<file path="src/hw/rtl/vtp_pkg.sv">
// Shared types, codes and defaults for the vertex transform and projection block.
// Used by the controller, the datapath and the top level; depends on nothing.
`default_nettype none

package vtp_pkg;

    localparam int FRAC_BITS_DEF   = 16;
    localparam int SCREEN_BITS_DEF = 16;

    localparam int CFG_IDX_W = 3;

    localparam logic [CFG_IDX_W-1:0] CFG_FOCAL  = 3'd0;
    localparam logic [CFG_IDX_W-1:0] CFG_XSCALE = 3'd1;
    localparam logic [CFG_IDX_W-1:0] CFG_XOFF   = 3'd2;
    localparam logic [CFG_IDX_W-1:0] CFG_YSCALE = 3'd3;
    localparam logic [CFG_IDX_W-1:0] CFG_YOFF   = 3'd4;
    localparam logic [CFG_IDX_W-1:0] CFG_DSCALE = 3'd5;
    localparam logic [CFG_IDX_W-1:0] CFG_REJECT = 3'd6;

    localparam logic CMD_LOAD   = 1'b0;
    localparam logic CMD_VERTEX = 1'b1;

    localparam logic SEL_MODEL  = 1'b0;
    localparam logic SEL_CAMERA = 1'b1;

    localparam logic [2:0] OP_NONE  = 3'd0;
    localparam logic [2:0] OP_MODEL = 3'd1;
    localparam logic [2:0] OP_CAM   = 3'd2;
    localparam logic [2:0] OP_DEN   = 3'd3;
    localparam logic [2:0] OP_SX    = 3'd4;
    localparam logic [2:0] OP_SY    = 3'd5;
    localparam logic [2:0] OP_SD    = 3'd6;

    typedef struct packed {
        logic [2:0] op;
        logic [1:0] row;
        logic [1:0] col;
        logic       capture;
        logic       clip;
        logic       div_start;
        logic       div_sel;
        logic       out_load;
    } vtp_cmd_t;

    typedef struct packed {
        logic drawn;
        logic div_done;
    } vtp_stat_t;

endpackage

`default_nettype wire

</file>
<file path="src/hw/rtl/vtp_ctrl.sv">
// Controller state machine: sequences the multiply passes, clip, divides and output.
// Depends on vtp_pkg; drives the datapath through vtp_cmd_t.
`default_nettype none

module vtp_ctrl
    import vtp_pkg::*;
(
    input  wire logic      clk,
    input  wire logic      rst_n,
    input  wire logic      s_tvalid,
    input  wire logic      s_cmd,
    output logic           s_tready,
    output logic           m_tvalid,
    input  wire logic      m_tready,
    output vtp_cmd_t       cmd,
    input  wire vtp_stat_t stat
);

    localparam logic [4:0] S_IDLE  = 5'd0;
    localparam logic [4:0] S_MODEL = 5'd1;
    localparam logic [4:0] S_GAP1  = 5'd2;
    localparam logic [4:0] S_CAM   = 5'd3;
    localparam logic [4:0] S_GAP2  = 5'd4;
    localparam logic [4:0] S_CLIP  = 5'd5;
    localparam logic [4:0] S_DEN   = 5'd6;
    localparam logic [4:0] S_GAP3  = 5'd7;
    localparam logic [4:0] S_DIVX  = 5'd8;
    localparam logic [4:0] S_WAITX = 5'd9;
    localparam logic [4:0] S_DIVY  = 5'd10;
    localparam logic [4:0] S_WAITY = 5'd11;
    localparam logic [4:0] S_SX    = 5'd12;
    localparam logic [4:0] S_SY    = 5'd13;
    localparam logic [4:0] S_SD    = 5'd14;
    localparam logic [4:0] S_GAP4  = 5'd15;
    localparam logic [4:0] S_DONE  = 5'd16;

    logic [4:0] state_reg, state_next;
    logic [3:0] cnt_reg, cnt_next;
    logic       mvalid_reg, mvalid_next;
    logic       accept;

    assign s_tready = (state_reg == S_IDLE);
    assign accept   = s_tvalid && s_tready;
    assign m_tvalid = mvalid_reg;

    always_comb
    begin
        state_next    = state_reg;
        cnt_next      = cnt_reg;
        mvalid_next   = mvalid_reg && !m_tready;
        cmd           = '0;
        cmd.op        = OP_NONE;
        cmd.row       = cnt_reg[1:0];
        cmd.col       = cnt_reg[3:2];
        case (state_reg)
            S_IDLE:
            begin
                cmd.capture = accept;
                cnt_next    = 4'd0;
                if (accept && (s_cmd == CMD_VERTEX))
                    state_next = S_MODEL;
            end
            S_MODEL:
            begin
                cmd.op   = OP_MODEL;
                cnt_next = cnt_reg + 4'd1;
                if (cnt_reg == 4'd15)
                    state_next = S_GAP1;
            end
            S_GAP1:  state_next = S_CAM;
            S_CAM:
            begin
                cmd.op   = OP_CAM;
                cnt_next = cnt_reg + 4'd1;
                if (cnt_reg == 4'd15)
                    state_next = S_GAP2;
            end
            S_GAP2:  state_next = S_CLIP;
            S_CLIP:
            begin
                cmd.clip   = 1'b1;
                state_next = stat.drawn ? S_DEN : S_DONE;
            end
            S_DEN:
            begin
                cmd.op     = OP_DEN;
                state_next = S_GAP3;
            end
            S_GAP3:  state_next = S_DIVX;
            S_DIVX:
            begin
                cmd.div_start = 1'b1;
                state_next    = S_WAITX;
            end
            S_WAITX:
            begin
                if (stat.div_done)
                    state_next = S_DIVY;
            end
            S_DIVY:
            begin
                cmd.div_start = 1'b1;
                cmd.div_sel   = 1'b1;
                state_next    = S_WAITY;
            end
            S_WAITY:
            begin
                cmd.div_sel = 1'b1;
                if (stat.div_done)
                    state_next = S_SX;
            end
            S_SX:
            begin
                cmd.op     = OP_SX;
                state_next = S_SY;
            end
            S_SY:
            begin
                cmd.op     = OP_SY;
                state_next = S_SD;
            end
            S_SD:
            begin
                cmd.op     = OP_SD;
                state_next = S_GAP4;
            end
            S_GAP4:  state_next = S_DONE;
            S_DONE:
            begin
                if (!mvalid_reg || m_tready)
                begin
                    cmd.out_load = 1'b1;
                    mvalid_next  = 1'b1;
                    state_next   = S_IDLE;
                end
            end
            default: state_next = S_IDLE;
        endcase
    end

    always_ff @(posedge clk or negedge rst_n)
    begin
        if (!rst_n)
        begin
            state_reg  <= S_IDLE;
            cnt_reg    <= 4'd0;
            mvalid_reg <= 1'b0;
        end
        else
        begin
            state_reg  <= state_next;
            cnt_reg    <= cnt_next;
            mvalid_reg <= mvalid_next;
        end
    end

`ifndef ASSERT_OFF
    a_vertex_starts: assert property (@(posedge clk) disable iff (!rst_n)
        (accept && (s_cmd == CMD_VERTEX)) |=> (state_reg == S_MODEL))
        else $error("Vertex request did not start the model pass.");
    a_no_overwrite: assert property (@(posedge clk) disable iff (!rst_n)
        cmd.out_load |-> (!mvalid_reg || m_tready))
        else $error("Result register loaded while a result was still held.");
    a_divx_to_divy: assert property (@(posedge clk) disable iff (!rst_n)
        ((state_reg == S_WAITX) && stat.div_done) |=> (state_reg == S_DIVY))
        else $error("Second divide did not follow the first.");
    a_done_in_wait: assert property (@(posedge clk) disable iff (!rst_n)
        stat.div_done |-> ((state_reg == S_WAITX) || (state_reg == S_WAITY)))
        else $error("Divider finished outside a wait state.");
`endif

endmodule

`default_nettype wire

</file>
<file path="config.mk">
export PLATFORM = sky130hd
export DESIGN_NAME = vtp_ctrl
export DESIGN_NICKNAME = d
export VERILOG_FILES = /design/src/hw/rtl/vtp_pkg.sv /design/src/hw/rtl/vtp_ctrl.sv
export SDC_FILE = /design/constraint.sdc
export NUM_CORES = 1
export LEC_CHECK = 0
export BUFFER_PORTS_ARGS = -buffer_cell sky130_fd_sc_hd__buf_2
export CAP_MARGIN = 10
export CORE_MARGIN = 2
export CORE_UTILIZATION = 35
export DETAILED_ROUTE_END_ITERATION = 8
export HOLD_SLACK_MARGIN = 0.02
export SYNTH_ARGS = -nofsm -noshare
export SYNTH_HDL_FRONTEND = slang
export SYNTH_SLANG_ARGS = --single-unit
export TNS_END_PERCENT = 100
</file>
<file path="constraint.sdc">
create_clock -name clk -period 1.4 [get_ports clk]
set_input_delay 0.14 -clock clk [delete_from_list [all_inputs] [get_ports clk]]
set_output_delay 0.14 -clock clk [all_outputs]
set_load 0.05 [all_outputs]
</file>
Yosys cells after proc, flatten, opt, wreduce, memory -nomap -nowiden
Cells that the tools add are included.
{"block": "totals", "latch_bits": 0, "register_bits": 10, "inputBits": 7, "elab_cells": 57, "mem_count": 0, "output_inout_bits": 14, "rom_bits": 0, "ramBits": 0}
{"block": "classes", "n_eq_ne": 23, "n_lt_le_gt_ge": 0, "div": 0, "shift": 0, "multipliers": 0, "mux": 18, "bitwise_logic": 0, "reduce_logical": 12, "addsub": 1}
{"op": "5-bit one-hot mux with 17 select lines", "count": 1}
{"op": "5-bit by 4-bit equality test with 1-bit output (second input constant)", "count": 8}
{"op": "5-bit two-way mux", "count": 7}
{"op": "5-bit by 3-bit equality test with 1-bit output (second input constant)", "count": 4}
{"op": "3-bit one-hot mux with 6 select lines", "count": 1}
{"op": "5-bit by 2-bit equality test with 1-bit output (second input constant)", "count": 2}
{"op": "2-bit != test (second input constant)", "count": 5}
{"op": "1-bit two-way mux", "count": 8}
{"op": "4-bit one-hot mux with 2 select lines", "count": 1}
{"op": "6-bit AND reduction", "count": 1}
{"op": "2-bit OR reduction", "count": 3}
{"op": "5-bit by 1-bit equality test with 1-bit output (second input constant)", "count": 1}
{"op": "5-bit equality test (second input constant)", "count": 1}
{"op": "5-bit logical NOT", "count": 1}
{"op": "4-bit by 1-bit adder with 4-bit output (second input constant)", "count": 1}
{"op": "4-bit equality test (second input constant)", "count": 1}
{"op": "1-bit logical AND", "count": 3}
{"op": "1-bit logical NOT", "count": 2}
{"op": "2-bit by 1-bit != test with 1-bit output (second input constant)", "count": 1}
{"op": "2-bit nonzero test", "count": 1}
{"op": "1-bit logical OR", "count": 1}

Depth between registers and ports, before layout
Gate-level depths: netlist of run 1.
{"block": "logic_depth", "depth_word": 5, "mapped_depth": 5, "ltp_nobuf": 5}

Worst setup path after synthesis of run 1
No wires, ideal clock.
{"block": "synth_path", "kind": "register to output", "startpoint": "register state_reg[3]", "endpoint": "output port cmd[10] (netlist name)", "path_slack_ns": -0.666, "arrival_ns": 1.926, "t_required_ns": 1.260, "path_buffers": 1, "stages_incl_launch_ff": 5, "path_cell_list": "dfrtp_1 buf_2 nor2_1 mux2i_1 nor3b_1"}
{"item": "from (decl)", "line": "vtp_ctrl.sv:37", "rtl": "logic [4:0] state_reg, state_next;"}
{"item": "from (signal assigned)", "line": "vtp_ctrl.sv:151", "rtl": "state_reg <= state_next;"}
{"item": "to (decl)", "line": "vtp_ctrl.sv:15", "rtl": "output vtp_cmd_t cmd,"}

==> results of run 1 <==
[metrics by stage]
step	instances	utilization, %
after floorplan	78	-
after global placement	130	46.91
after detailed placement	130	46.91
after CTS	141	55.07
after global routing	145	59.14
final	145	59.14
[what timing repair did]
action,in CTS,in global routing
gates cloned,0,0
endpoints found under the hold margin,10,0
buffers inserted,6,4
hold buffers,1,0
pin swaps,7,10
resized for setup,24,12
setup endpoints to repair,11,14
[power groups by stage]
| stage | Combinational [mW] | Sequential (mW) | Clock, mW |
|---|---|---|---|
| floorplan | 1.11 | 0.728 | 0 |
| global placement | 1.63 | 0.584 | 0 |
| detailed placement | 1.64 | 0.591 | 0 |
| CTS | 1.85 | 0.584 | 0.229 |
| global route | 2.21 | 0.615 | 0.243 |
| finish | 2.07 | 0.594 | 0.214 |
[worst max-delay path: stages, from the launching register on]
cell	delay (ns)
dfrtp_2	0.46
nor3_4	0.21
buf_4	0.15
and3_1	0.15
buf_6	0.16
[cell usage in the layout, fill, tap and decap left out, drive strengths merged, types with 2 or more instances in the layout]
| master | count |
|---|---|
| nand4b | 2 |
| dfrtp | 10 |
| o21ai | 5 |
| nand2b | 3 |
| nor2b | 3 |
| buf | 40 |
| nand3 | 5 |
| a21oi | 3 |
| and3 | 4 |
| xor2 | 2 |
| a22o | 2 |
| nor2 | 8 |
| clkbuf | 4 |
| nand2 | 8 |
| inv | 2 |
| nor3 | 5 |
[synth_stat cells, types with 2 or more instances]
master,number
a21oi_1,3
a22o_1,2
and3_1,4
buf_2,3
buf_4,2
dfrtp_1,10
inv_1,2
nand2_1,8
nand2b_1,3
nand3_1,4
nor2_1,7
nor2b_1,3
nor3_1,3
o21ai_0,4
xor2_1,2
[cells by family (layout without fill, tap and decap cells)]
logic type / after synthesis / after routing / share of synthesized area, %
simple gates: 42 / 42 / 36.13
compound gates: 15 / 15 / 16.06
flops: 10 / 10 / 36.50
buf+inv: 7 / 47 / 5.474
xor+xnor: 2 / 2 / 2.555
fa+ha+maj: 1 / 1 / 1.825
mux: 1 / 1 / 1.460
[layer usage]
metal / GRT usage [%] / share of wire, %
met1: 22.25 / 41
met2: 25.26 / 53
met3: 6.667 / 5.5
met4: 3.243 / 0.79
met5: 0 / 0
[final timing paths]
| check | start | endpoint | slack [ns] | depth (start not counted) |
|---|---|---|---|---|
| max | state_reg[3] | cmd[4] | -0.12 | 4 |
| min | m_tready | m_tvalid | 0.18 | 3 |
| max reg2reg | state_reg[3] | state_reg[0] | -0.03 | 5 |
| min reg2reg | cnt_reg[0] | cnt_reg[0] | 0.53 | 1 |
| max in group asynchronous | rst_n | state_reg[1] | 0.93 | 2 |
| min in group asynchronous | rst_n | cnt_reg[3] | 0.25 | 2 |
[layout make-up]
type,count,area share [%]
repair buffers,41,29.48
multi-input cells,61,41.38
clock buffers,4,2.336
inverters,2,0.6674
flip-flops and latches,10,23.14
well taps,27,3.003
==> run_results.csv, run 1 <==
group,metric,value,unit
floorplan,die_y,48.26,µm
synth,synth-seq-cells,10,
global_route,grt_start_max_net_pins,11,
synth,synthFlopType,"dfrtp_1",
power,p_leak,0.5446,nW
sta,setup_viol,11,
synth,synth_top_area_share,36.50,%
synth,yosys.area.top_type,"dfrtp_1",
min_path,hold_class,"primary input to flip-flop",
cells_and_area,areaGrowthSynthToFinish,64.05,%
power,p_int,1.391,mW
power,fin_total_pwr,2.883,mW
global_route,grt_pass1_wl,2566,µm
floorplan,num_rows,16,
place,gp_congestion,0.8125,
sta,fin_crit,1.524,ns
clock_tree,clkTransAtPathRegs,0.07,ns
route,drt_iter0_markers,25,
cells_and_area,n_fill_cell,159,
sta,fin_crit_sh,108.9,%
synth,synth-edff-count,0,
place,port_buffers,20,
cells_and_area,drive_gt1_share,56.78,%
sta,finalMaxSlewViolations,0,
cells_and_area,regArea,260.3,µm²
cells_and_area,final_cell_area,1125,µm²
route,vias,758,
cells_and_area,antenna_cells,0,
synth,synth_area_leaders,"dfrtp_1, nand2_1, nor2_1",
synth,synthArstFlopShare,100.0,%
floorplan,initial_utilization,36.05,%
route,postRouteAntennaNets,0,
sta,whs,0.1784,ns
setup_path,required,1.26,ns
place,placed_cell_area,892.1,µm²
clock_tree,clk_latency,0.27,ns
route,wl,2017,µm
global_route,grt_pass1_vias,586,
job,cap_violations,0,
place,dp_hpwl,1237,µm
global_route,antenna_found_initial,0,
sta,setup_slack,-0.1239,ns
synth,ys_warn_count,0,
clock_tree,cts_made_buffers,3,
synth,ys_seq_area_share,36.50,%
floorplan,dieArea,2329,µm²
synth,syn_avg_cell_area,8.790,µm²
clock_tree,cts-root-buf,"clkbuf_4",
power,p_sw,1.492,mW
global_route,grt_overflow,0,
floorplan,die_x,48.26,µm
setup_path,cp-start-kind,"flip-flop",
floorplan,coreArea,1902,µm²
synth,netlist_area,685.7,µm²
clock_tree,ctsLongestPathBuffers,2,
sta,hold_viol_final,0,
power,cellPowerDensity,2563,nW/µm²
setup_path,path_max_fanout,6,
outcome,violations,"setup timing",
route,drcViolationCount,0,
synth,syn_nets,86,
cells_and_area,largest_reg_flops,5,
setup_path,crit_type,"flip-flop to primary output",
power,p_clk_share,7.4,%
clock_tree,numClockSinks,10,
setup_path,cp-end-kind,"primary output",
floorplan,ios,21,
sta,max_freq,656.2,MHz
cells_and_area,final_nets,127,
route,wl_per_cell,13.91,µm
sta,rsz0062_at_grt,"yes",
route,vias_per_cell,5.228,
sta,slew_headroom,83.89,%
sta,tightestPinTransition,0.2349,ns
synth,synthCells,78,
sta,fin_setup_tns,-0.8533,ns
route,drtPass1Iterations,4,
power,seqPwrFrac,20.6,%
setup_path,arrival,1.38,ns
place,dp_slack,0.003930,ns
clock_tree,htree_levels,1,
outcome,status,"finished with violations",
sta,finClkSkew,0.004587,ns
synth,synth_cell_type_count,33,
power,pwr-share-comb,72.0,%
power,p_sw_share,51.76,%
cells_and_area,multiInputGateArea,465.4,µm²
global_route,grt_usage,16.55,%
power,peakVddDrop,1.283,mV
clock_tree,cts_tree,"done",
Power figures use the tool's default switching activity.
==> inputs of run 2 (changes only) <==
--- a/config.mk
+++ b/config.mk
@@ -8,7 +8,7 @@
 export BUFFER_PORTS_ARGS = -buffer_cell sky130_fd_sc_hd__buf_2
 export CAP_MARGIN = 10
 export CORE_MARGIN = 2
-export CORE_UTILIZATION = 35
+export CORE_UTILIZATION = 24
 export DETAILED_ROUTE_END_ITERATION = 8
 export HOLD_SLACK_MARGIN = 0.02
 export SYNTH_ARGS = -nofsm -noshare
==> run 2 against run 1 <==
Compared with the run above:
- the flow still finishes with violations (setup timing)
- worst hold slack better by 0.032 ns
- power is 12% higher
- core utilization is 14 points lower
- sequential share of layout area is 2.4 points lower
- critical endpoint is now cmd[0]
- largest power group unchanged
- highest routed layer unchanged
==> run_results.csv, run 2 (same netlist as run 1, synthesis figures left out) <==
group,metric,value,unit
place,gp_congestion,0.7945,
route,wl,2068,µm
cells_and_area,fin_util,45.58,%
route,wl_met1,847,µm
clock_tree,numClockSinks,10,
setup_path,critPathTopFamily,"simple AND/OR/NAND/NOR gates",
clock_tree,clk_latency,0.27,ns
route,drcViolationCount,0,
route,met2WireLength,1095,µm
setup_path,slowest_delay,0.48,ns
cells_and_area,largest_reg_flops,5,
setup_path,required,1.26,ns
min_path,holdPathEnd,"m_tvalid",
cells_and_area,final_common_cell,"buf_4",
setup_path,worstRegToRegCells,6,
cells_and_area,final_cell_mix,"buf_4, buf_6, buf_2",
setup_path,cp-start-kind,"flip-flop",
floorplan,die_x,57.45,µm
cells_and_area,drive_gt1_share,64.23,%
setup_path,reg2reg_to,"state_reg[1]",
place,port_buffers,20,
floorplan,coreArea,2734,µm²
sta,slew_headroom,74.58,%
global_route,grt_pass1_wl,3291,µm
floorplan,initial_utilization,25.08,%
clock_tree,cts_tree,"done",
sta,finalMaxSlewViolations,0,
sta,finClkSkew,0.001294,ns
sta,setup_slack,-0.2104,ns
route,drtPass1Iterations,4,
sta,max_freq,621.0,MHz
sta,fin_crit,1.610,ns
global_route,grt_usage,12.89,%
sta,rsz0062_at_grt,"yes",
floorplan,die_y,57.45,µm
min_path,worstHoldStart,"m_tready",
place,dp_hpwl,1294,µm
floorplan,num_rows,19,
global_route,grt_pass1_vias,724,
power,p_leak,0.6010,nW
setup_path,path_max_fanout,8,
clock_tree,cts_made_buffers,3,
cells_and_area,final_nets,132,
clock_tree,htree_levels,1,
power,cellPowerDensity,2593,nW/µm²
cells_and_area,antenna_cells,0,
clock_tree,ctsLongestPathBuffers,2,
cells_and_area,areaGrowthSynthToFinish,81.75,%
setup_path,arrival,1.47,ns
route,wl_per_cell,13.43,µm
floorplan,ios,21,
global_route,grt_overflow,0,
setup_path,ff2ff_setup_slack,-0.06,ns
clock_tree,cts-root-buf,"clkbuf_4",
setup_path,cp-end-kind,"primary output",
route,vias,757,
cells_and_area,final_cell_area,1246,µm²
setup_path,crit_type,"flip-flop to primary output",
route,wl_met3,92,µm
route,vias_per_cell,4.916,
route,drt_iter0_markers,4,
global_route,antenna_found_initial,0,
global_route,grt_start_max_net_pins,11,
sta,fin_crit_sh,115.0,%
power,peakVddDrop,1.856,mV
sta,whs,0.2106,ns
place,placed_cell_area,919.6,µm²
min_path,hold_class,"primary input to flip-flop",
outcome,violations,"setup timing",
power,fin_total_pwr,3.231,mW
setup_path,cp.depth,4,
floorplan,dieArea,3301,µm²
route,postRouteAntennaNets,0,
outcome,status,"finished with violations",
sta,setup_viol,12,
clock_tree,clkTransAtPathRegs,0.07,ns
job,cap_violations,0,
setup_path,reg2reg_from,"state_reg[2]",
setup_path,slowest_stage,"dfrtp_2",
sta,hold_viol_final,0,
setup_path,worstPathCellList,"nor3_4, nand3b_1, nor2_2, buf_6",
sta,tightestPinTransition,0.3805,ns
route,top_layer,"met4",
place,dp_slack,-0.04977,ns
min_path,hold_path_depth,3,
setup_path,cp_num_buf_inv,1,
run 2: final cells by class:
cell class,instances,area [µm²]
clock buffers,4,36.28
fillers,262,1488
multi-input cells,61,513.0
well taps,31,38.79
repair buffers,46,391.6
inverters,2,7.507
flip-flops and latches,10,259.0
run 2: worst max-delay path by stage:
stage                 start  endpoint  slack, ns
5_1_grt        state_reg[3]    cmd[0]      -0.28
4_1_cts        state_reg[2]    cmd[9]      -0.18
3_5_place_dp   state_reg[0]    cmd[0]      -0.05
3_3_place_gp   state_reg[0]    cmd[0]      -0.01
6_report       state_reg[3]    cmd[0]      -0.21
2_1_floorplan  state_reg[3]   cmd[10]      -0.17
run 2: repair_timing:
item,CTS,global route
resized for setup,36,15
hold buffers,1,0
endpoints found under the setup margin,12,15
cloned,0,0
pin swaps,9,9
setup buffers,10,3
hold endpoints to repair,10,0
run 2: power breakdown:
| part | switching [mW] | internal, mW |
|---|---|---|
| registers | 0.164 | 0.416 |
| logic | 1.31 | 1.07 |
| clock network | 0.112 | 0.158 |
run 2: per-layer routing:
metal	vias up	global-route usage, %
li1	373	-
met1	360	15.15
met2	20	23.21
met3	4	4.082
met4	0	1.993
met5	-	0
run 2: tightest hold or removal path, delay by kind of cell:
| family | cells | cell delay (ns) |
|---|---|---|
| and+or+nand+nor | 2 | 0.23 |
| buffers and inverters | 1 | 0.07 |
run 2: through the flow:
stage	std cells	setup TNS, ns
global route	154	-2.547
CTS	152	-1.240
finish	154	-1.445
detailed placement	137	-0.08494
global placement	137	-0.01182
floorplan	78	-0.2933
